$ cat src/hdl/qbts_pkg.sv
package qbts_pkg;

	localparam int unsigned PeriodW = 24;
	localparam int unsigned TicksW  = 16;

	localparam logic [1:0] PH_IDLE = 2'd0;
	localparam logic [1:0] PH_ON   = 2'd1;
	localparam logic [1:0] PH_OFF  = 2'd2;

	typedef enum logic {
		OP_ENQ  = 1'b0,
		OP_TICK = 1'b1
	} op_t;

	typedef struct packed {
		logic [PeriodW-1:0] period;
		logic [PeriodW-1:0] pulse;
		logic [TicksW-1:0]  on_ticks;
		logic [TicksW-1:0]  off_ticks;
	} beep_t;

	typedef struct packed {
		op_t   op;
		beep_t beep;
	} cmd_t;

	function automatic logic [TicksW-1:0] at_least_one(input logic [TicksW-1:0] d);
		at_least_one = (d == '0) ? TicksW'(1) : d;
	endfunction

endpackage

$ cat src/hdl/qbts_ram.sv
module qbts_ram #(
	parameter int unsigned WIDTH = 8,
	parameter int unsigned DEPTH = 16
) (
	input  logic                     clk,
	input  logic                     we,
	input  logic [$clog2(DEPTH)-1:0] waddr,
	input  logic [WIDTH-1:0]         wdata,
	input  logic [$clog2(DEPTH)-1:0] raddr,
	output logic [WIDTH-1:0]         rdata
);

	logic [WIDTH-1:0] mem [DEPTH];

	always_ff @(posedge clk) begin
		if (we) begin
			mem[waddr] <= wdata;
		end
		rdata <= mem[raddr];
	end

endmodule

$ cat src/hdl/qbts_front.sv
module qbts_front (
	input  logic                    clk,
	input  logic                    arst_n,
	input  logic                    in_valid,
	output logic                    in_stall,
	input  logic                    mode,
	input  logic [23:0]             tone_period,
	input  logic [23:0]             tone_pulse,
	input  logic [15:0]             on_ticks,
	input  logic [15:0]             off_ticks,
	output logic                    cmd_valid,
	output qbts_pkg::cmd_t          cmd,
	input  logic                    cmd_take
);

	qbts_pkg::cmd_t ent_q [2];
	logic           wr_ptr_q;
	logic           rd_ptr_q;
	logic [1:0]     cnt_q;
	logic           push;
	logic           pop;
	qbts_pkg::cmd_t in_cmd;

	always_comb begin
		in_cmd.op             = qbts_pkg::op_t'(mode);
		in_cmd.beep.period    = tone_period;
		in_cmd.beep.pulse     = tone_pulse;
		in_cmd.beep.on_ticks  = on_ticks;
		in_cmd.beep.off_ticks = off_ticks;
	end

	assign in_stall  = (cnt_q == 2'd2);
	assign push      = in_valid && !in_stall;
	assign cmd_valid = (cnt_q != 2'd0);
	assign pop       = cmd_valid && cmd_take;
	assign cmd       = ent_q[rd_ptr_q];

	always_ff @(posedge clk) begin
		if (push) begin
			ent_q[wr_ptr_q] <= in_cmd;
		end
	end

	always_ff @(posedge clk or negedge arst_n) begin
		if (!arst_n) begin
			wr_ptr_q <= 1'b0;
			rd_ptr_q <= 1'b0;
			cnt_q    <= 2'd0;
		end else begin
			if (push) wr_ptr_q <= ~wr_ptr_q;
			if (pop)  rd_ptr_q <= ~rd_ptr_q;
			case ({push, pop})
				2'b10:   cnt_q <= cnt_q + 2'd1;
				2'b01:   cnt_q <= cnt_q - 2'd1;
				default: cnt_q <= cnt_q;
			endcase
		end
	end

endmodule

$ cat src/hdl/qbts_back.sv
module qbts_back #(
	parameter int unsigned QUEUE_DEPTH = 16
) (
	input  logic                               clk,
	input  logic                               arst_n,
	input  logic                               cmd_valid,
	input  qbts_pkg::cmd_t                     cmd,
	output logic                               cmd_take,
	output logic                               out_valid,
	input  logic                               out_stall,
	output logic [23:0]                        pwm_period,
	output logic [23:0]                        pwm_pulse,
	output logic [1:0]                         player_phase,
	output logic                               status,
	output logic [$clog2(QUEUE_DEPTH+1)-1:0]   queue_level
);

	localparam int unsigned AW = $clog2(QUEUE_DEPTH);
	localparam int unsigned CW = $clog2(QUEUE_DEPTH + 1);

	typedef enum logic [1:0] {
		S_EXEC  = 2'b01,
		S_FETCH = 2'b10
	} st_t;

	st_t          st_q, st_nxt;
	logic [AW-1:0] head_q, head_nxt;
	logic [AW-1:0] tail_q, tail_nxt;
	logic [CW-1:0] count_q, count_nxt;
	logic [1:0]    phase_q, phase_nxt;
	logic [15:0]   ticks_q, ticks_nxt;
	logic [15:0]   gap_q, gap_nxt;
	logic [23:0]   per_q, per_nxt;
	logic [23:0]   pul_q, pul_nxt;
	logic          stat_nxt;
	logic          load_out;
	logic          out_valid_q;
	logic          out_free;
	logic          ram_we;
	qbts_pkg::beep_t rd_beep;
	logic [$bits(qbts_pkg::beep_t)-1:0] rd_raw;

	function automatic logic [AW-1:0] wrap_inc(input logic [AW-1:0] a);
		wrap_inc = (a == AW'(QUEUE_DEPTH - 1)) ? '0 : a + AW'(1);
	endfunction

	qbts_ram #(
		.WIDTH($bits(qbts_pkg::beep_t)),
		.DEPTH(QUEUE_DEPTH)
	) u_ram (
		.clk   (clk),
		.we    (ram_we),
		.waddr (tail_q),
		.wdata (cmd.beep),
		.raddr (head_q),
		.rdata (rd_raw)
	);

	assign rd_beep  = qbts_pkg::beep_t'(rd_raw);
	assign out_free = !out_valid_q || !out_stall;
	assign cmd_take = (st_q == S_EXEC) && cmd_valid && out_free;
	assign out_valid = out_valid_q;

	always_comb begin
		st_nxt    = st_q;
		head_nxt  = head_q;
		tail_nxt  = tail_q;
		count_nxt = count_q;
		phase_nxt = phase_q;
		ticks_nxt = ticks_q;
		gap_nxt   = gap_q;
		per_nxt   = per_q;
		pul_nxt   = pul_q;
		stat_nxt  = 1'b0;
		load_out  = 1'b0;
		ram_we    = 1'b0;
		case (st_q)
			S_EXEC: begin
				if (cmd_take) begin
					load_out = 1'b1;
					if (cmd.op == qbts_pkg::OP_ENQ) begin
						if (count_q == CW'(QUEUE_DEPTH)) begin
							stat_nxt = 1'b1;
						end else begin
							ram_we    = 1'b1;
							tail_nxt  = wrap_inc(tail_q);
							count_nxt = count_q + CW'(1);
							if (phase_q == qbts_pkg::PH_IDLE) begin
								// empty and idle: the new beep is the head, start it directly
								per_nxt   = cmd.beep.period;
								pul_nxt   = cmd.beep.pulse;
								ticks_nxt = qbts_pkg::at_least_one(cmd.beep.on_ticks);
								gap_nxt   = qbts_pkg::at_least_one(cmd.beep.off_ticks);
								phase_nxt = qbts_pkg::PH_ON;
							end
						end
					end else if (phase_q == qbts_pkg::PH_ON) begin
						if (ticks_q <= 16'd1) begin
							head_nxt  = wrap_inc(head_q);
							if (count_q != '0) count_nxt = count_q - CW'(1);
							per_nxt   = '0;
							pul_nxt   = '0;
							ticks_nxt = gap_q;
							phase_nxt = qbts_pkg::PH_OFF;
						end else begin
							ticks_nxt = ticks_q - 16'd1;
						end
					end else if (phase_q == qbts_pkg::PH_OFF) begin
						if (ticks_q <= 16'd1) begin
							if (count_q == '0) begin
								phase_nxt = qbts_pkg::PH_IDLE;
								per_nxt   = '0;
								pul_nxt   = '0;
								ticks_nxt = '0;
							end else begin
								// head entry comes out of the RAM next cycle
								load_out = 1'b0;
								st_nxt   = S_FETCH;
							end
						end else begin
							ticks_nxt = ticks_q - 16'd1;
						end
					end
				end
			end
			S_FETCH: begin
				load_out  = 1'b1;
				per_nxt   = rd_beep.period;
				pul_nxt   = rd_beep.pulse;
				ticks_nxt = qbts_pkg::at_least_one(rd_beep.on_ticks);
				gap_nxt   = qbts_pkg::at_least_one(rd_beep.off_ticks);
				phase_nxt = qbts_pkg::PH_ON;
				st_nxt    = S_EXEC;
			end
			default: begin
				st_nxt = S_EXEC;
			end
		endcase
	end

	always_ff @(posedge clk or negedge arst_n) begin
		if (!arst_n) begin
			st_q        <= S_EXEC;
			head_q      <= '0;
			tail_q      <= '0;
			count_q     <= '0;
			phase_q     <= qbts_pkg::PH_IDLE;
			ticks_q     <= '0;
			gap_q       <= '0;
			per_q       <= '0;
			pul_q       <= '0;
			out_valid_q <= 1'b0;
		end else begin
			st_q    <= st_nxt;
			head_q  <= head_nxt;
			tail_q  <= tail_nxt;
			count_q <= count_nxt;
			phase_q <= phase_nxt;
			ticks_q <= ticks_nxt;
			gap_q   <= gap_nxt;
			per_q   <= per_nxt;
			pul_q   <= pul_nxt;
			if (load_out) begin
				out_valid_q <= 1'b1;
			end else if (!out_stall) begin
				out_valid_q <= 1'b0;
			end
		end
	end

	always_ff @(posedge clk) begin
		if (load_out) begin
			pwm_period   <= per_nxt;
			pwm_pulse    <= pul_nxt;
			player_phase <= phase_nxt;
			status       <= stat_nxt;
			queue_level  <= count_nxt;
		end
	end

	a_count_max: assert property (@(posedge clk) disable iff (!arst_n)
		count_q <= CW'(QUEUE_DEPTH)) else $error("queue count above depth");
	a_idle_empty: assert property (@(posedge clk) disable iff (!arst_n)
		(phase_q == qbts_pkg::PH_IDLE) |-> (count_q == '0))
		else $error("idle with beeps queued");
	a_on_held: assert property (@(posedge clk) disable iff (!arst_n)
		(phase_q == qbts_pkg::PH_ON) |-> (count_q != '0))
		else $error("tone on without a held beep");
	a_fetch_once: assert property (@(posedge clk) disable iff (!arst_n)
		(st_q == S_FETCH) |=> (st_q == S_EXEC && out_valid_q))
		else $error("fetch did not produce a result");
	a_out_hold: assert property (@(posedge clk) disable iff (!arst_n)
		(out_valid_q && out_stall) |=> out_valid_q)
		else $error("stalled result lost");

endmodule

$ cat src/hdl/queued_beep_tone_sequencer_core.sv
// Beep sequencer: enqueue transactions (mode 0) push a beep into a QUEUE_DEPTH-entry
// RAM queue, tick transactions (mode 1) advance the on/off timing; every input
// transaction yields exactly one result with the PWM setting, phase, drop status and
// queue level after it. A two-entry command queue decouples input acceptance from
// execution. A tick that ends an off gap while beeps are waiting goes through an extra
// fetch state, because the next head beep is read from the registered-read queue RAM.
module queued_beep_tone_sequencer_core #(
	parameter int unsigned QUEUE_DEPTH = 16
) (
	input  logic                               clk,
	input  logic                               arst_n,
	input  logic                               in_valid,
	output logic                               in_stall,
	input  logic                               mode,
	input  logic [23:0]                        tone_period,
	input  logic [23:0]                        tone_pulse,
	input  logic [15:0]                        on_ticks,
	input  logic [15:0]                        off_ticks,
	output logic                               out_valid,
	input  logic                               out_stall,
	output logic [23:0]                        pwm_period,
	output logic [23:0]                        pwm_pulse,
	output logic [1:0]                         player_phase,
	output logic                               status,
	output logic [$clog2(QUEUE_DEPTH+1)-1:0]   queue_level
);

	logic           cmd_valid;
	logic           cmd_take;
	qbts_pkg::cmd_t cmd;

	qbts_front u_front (
		.clk         (clk),
		.arst_n      (arst_n),
		.in_valid    (in_valid),
		.in_stall    (in_stall),
		.mode        (mode),
		.tone_period (tone_period),
		.tone_pulse  (tone_pulse),
		.on_ticks    (on_ticks),
		.off_ticks   (off_ticks),
		.cmd_valid   (cmd_valid),
		.cmd         (cmd),
		.cmd_take    (cmd_take)
	);

	qbts_back #(
		.QUEUE_DEPTH(QUEUE_DEPTH)
	) u_back (
		.clk          (clk),
		.arst_n       (arst_n),
		.cmd_valid    (cmd_valid),
		.cmd          (cmd),
		.cmd_take     (cmd_take),
		.out_valid    (out_valid),
		.out_stall    (out_stall),
		.pwm_period   (pwm_period),
		.pwm_pulse    (pwm_pulse),
		.player_phase (player_phase),
		.status       (status),
		.queue_level  (queue_level)
	);

endmodule

$ cat config.mk
export PLATFORM = sky130hd
export DESIGN_NAME = queued_beep_tone_sequencer_core
export DESIGN_NICKNAME = d
export VERILOG_FILES = /design/src/hdl/qbts_pkg.sv /design/src/hdl/qbts_ram.sv /design/src/hdl/qbts_front.sv /design/src/hdl/qbts_back.sv /design/src/hdl/queued_beep_tone_sequencer_core.sv
export SDC_FILE = /design/constraint.sdc
export NUM_CORES = 2
export LEC_CHECK = 0
export BUFFER_PORTS_ARGS = -buffer_cell sky130_fd_sc_hd__buf_2
export CAP_MARGIN = 10
export CELL_PAD_IN_SITES_DETAIL_PLACEMENT = 1
export CELL_PAD_IN_SITES_GLOBAL_PLACEMENT = 1
export CORE_UTILIZATION = 40
export DETAILED_ROUTE_END_ITERATION = 8
export HOLD_SLACK_MARGIN = 0.15
export PLACE_DENSITY = 0.74
export SYNTH_ARGS = -nofsm -noshare
export SYNTH_HDL_FRONTEND = slang
export SYNTH_HIERARCHICAL = 1
export SYNTH_SLANG_ARGS = --single-unit
$ cat constraint.sdc
create_clock -name clk -period 9 [get_ports clk]
set_input_delay 1.35 -clock clk [delete_from_list [all_inputs] [get_ports clk]]
set_output_delay 1.35 -clock clk [all_outputs]
set_load 0.05 [all_outputs]
==> summary.txt <==
Status
  – Status: completed

Synth
  – Synth cell types: 74
  – Syn avg cell area: 20.8 um2
  – Asr flop ratio synth: 6.07%
  – Post-synthesis sequential area ratio: between 70% and 80%
  – Post-synth EDFFs: 1,498
  – Mapped Area: 63,700 um2
  – Syn Nets: 3,154
  – Ys flop type: edfxtp_1
  – Synth Register Bits: 1,680
  – Yosys Warn Count: 6
  – Syn Inst Count: 3,056

Layout
  – Area Overhead vs Synth: 13.3%
  – Nets: between 3,000 and 4,000
  – Most frequent cells in the layout: 1,498 x edfxtp_1, 320 x mux4_2, 168 x clkbuf_16, 168 x nand2_1, 163 x a22oi_1
  – Most common cell after layout, fill and taps aside: edfxtp_1
  – Finished Core Util: a little under half
  – Layout cells sized above 1: 26.4%

Routing
  – Iteration-0 DRC Markers: roughly 3,100
  – Vias per std cell: 5.72
  – Via Count: 31,300
  – Total Routed Length: between 150,000 and 200,000 um
  – DRC violations left: 0
  – Wirelength per Cell: around 29 um
  – DR pass1 iterations: 6
  – Post-route ant nets: 0

STA
  – Slew at the pin closest to its max-slew limit: 1240 ps
  – Unrepaired setup endpoints after global routing: false
  – Setup TNS: 0 ps
  – F_max: around 180 MHz
  – Final Hold Viols: 0
  – Max-Slew Margin vs Limit: 17.2%
  – Max-slew violations: 0
  – Setup-failing EPs final: 0
  – Clock Skews: 34.3 ps
  – Final Cycle Share: 60.3%
  – Final worst-path setup slack: around 3600 ps
  – Min cycle time layout: 5430 ps

Power
  – Static Leak: 23.2 nW
  – Peak supply drop: around 0.00023 V
  – Sw Ratio: 29.6%
  – Pwr/cell area: 299 nW/um2
  – Comb pwr share: 18.2%
  – Int Power: 15.2 mW
  – P_sw: 6.38 mW
  – Clock Power Share: 31.9%
  – Reg power frac: 49.9%
  – Power consumption: around 22 mW

Critical path
  – R2R Setup Slk: 3570 ps
  – Peak fanout along the critical path: 52
  – FF-to-FF path depth: 8
  – R2R Path End: u_back/u_ram/mem[14][65]
  – Critical path startpoint category: flip-flop
  – Worst EP required: ~9400 ps
  – FF-to-FF Start: u_front/rd_ptr_q
  – Crit path DAT: 5840 ps
  – Crit Path Class: flip-flop to flip-flop
  – Worst setup EP type: flip-flop

Clock tree
  – CTS sink count: 1,680
  – CTS Buf Count: 167
  – TritonCTS clock tree: built
  – Post-CTS setup buffer count: 0
  – Hold Buf Count CTS: 0
  – Clock transition at the registers of the reported paths: around 60 ps
  – H-tree depth: 4
  – Deepest clock path buffer count: 3
  – Clock Latency Late Sink: 810 ps
  – Post-CTS resize count: 0
  – CTS Root Buffer Type: clkbuf_16

Placed design
  – Post-DP HPWL: just under 90,000 um
  – Gpl congestion: 0.772
  – DP Worst Slack: 3190 ps
  – PortBufs: 142

Die
  – DIE AREA: around 160,000 um2
  – Cell Rows: 146
  – IO Pins: around 140
  – Core area: around 160,000 um2
  – Initial Util: 40.3%
  – Die Wd: 401 um
  – Chip Height: around 400 um

Global route
  – Grt total ovfl: 0
  – Vias in the first global route: 33,800
  – Overall global routing resource usage: roughly a fifth
  – First-pass GRT wire length: 229,000 um
  – Pin count of the biggest net entering global routing: 109
  – Initial antenna violation count: 9

Hold path
  – Hold_sp: u_back/u_ram/rdata[21]
  – Hold endpoint: u_back/ticks_q[5]
  – Type of the worst min-delay path: flip-flop to flip-flop
  – WHS Path Cells: 2

Run
  – Max-cap violations: 0
==> how the worst max path moves through the flow <==
stage | start | endpoint | slack (ps) | cells past startpoint
floorplan | out_stall | u_back/u_ram/mem[0][0] | 160 | 5
global placement | out_stall | u_back/u_ram/mem[14][65] | 3290 | 8
detailed placement | out_stall | u_back/u_ram/mem[14][66] | 3190 | 8
CTS | u_front/rd_ptr_q | u_back/u_ram/mem[14][57] | 3600 | 8
global route | u_front/rd_ptr_q | u_back/u_ram/mem[14][66] | 3390 | 8
finish | u_front/rd_ptr_q | u_back/u_ram/mem[14][65] | 3570 | 8
==> final cells by class <==
class / instances / area [um2]
antenna: 1 / 2.50
clock inverter: 81 / 853
tap: 2072 / 2590
fill: 14600 / 86000
sequential: 1680 / 49100
timing repair buffer: 200 / 1190
inverter: 16 / 60.1
multi-input combinational: 1196 / 13700
clock buffer: 230 / 4580
==> critical path: stages, from the launching register on <==
cell and delay (ps):
dfrtp_4 780, mux2_4 510, clkinv_1 230, nand3_2 90, buf_4 380, nor2_1 610, nand3_1 410, nor2_4 1050
buf_4 870
==> cells by family after synthesis <==
family / synth area share, %
and+or+nand+nor: 2.32
AOI/OAI and AO/OA: 4.10
xor gates and xnor gates: 0.206
DFF: 77.1
adders and majority gates: 0.255
buffers and inverters: 1.61
muxes: 14.4
==> power by group through the flow <==
| stage | combinational, mW | clock, mW | sequential, mW |
|---|---|---|---|
| 2_1_floorplan | 2.15 | 0 | 11.2 |
| 3_3_place_gp | 3.78 | 0 | 10.9 |
| 3_5_place_dp | 3.93 | 0 | 10.9 |
| 4_1_cts | 3.95 | 7.00 | 10.8 |
| 5_1_grt | 4.18 | 7.25 | 10.8 |
| 6_report | 3.92 | 6.87 | 10.8 |
==> layer usage <==
layer  vias to the layer above  part of all wire, %  GRT usage, %
li1                      13000                    -             -
met1                     16900                   42          26.7
met2                      1264                   49          31.5
met3                       210                  7.5          4.06
met4                         8                  1.9          4.87
met5                         -                0.027             0
==> registers in the layout, indices dropped and copies added, names as in the netlist, 5 cells and up <==
signal	flops
u_back/count_q	5
u_back/gap_q	16
u_back/per_q	24
u_back/pul_q	24
u_back/pwm_period	24
u_back/pwm_pulse	24
u_back/queue_level	5
u_back/ticks_q	16
u_back/u_ram/mem	1280
u_back/u_ram/rdata	80
u_front/ent_q	162
==> cell usage after synthesis (all sizes together) (18+ instances only) <==
master | number | area [um2]
o21ai | 65 | 325
mux2 | 86 | 1260
dfrtp | 101 | 2530
edfxtp | 1498 | 45000
buf | 93 | 693
mux2i | 68 | 681
dfxtp | 80 | 1600
a21oi | 32 | 160
a22o | 48 | 420
clkbuf | 70 | 264
nor4 | 18 | 134
a22oi | 163 | 1220
nor2 | 72 | 270
nand2 | 169 | 634
mux4 | 320 | 7210
==> metrics by stage <==
stage | hold WS, ps | std cells | instance area (um2)
floorplan | 445 | 3056 | 63700
CTS | 452 | 5475 | 72200
finish | 473 | 5476 | 72200
global placement | 481 | 5164 | 66700
global route | 493 | 5475 | 72200
detailed placement | 483 | 5164 | 66700
(Power assumes the default switching activity.)
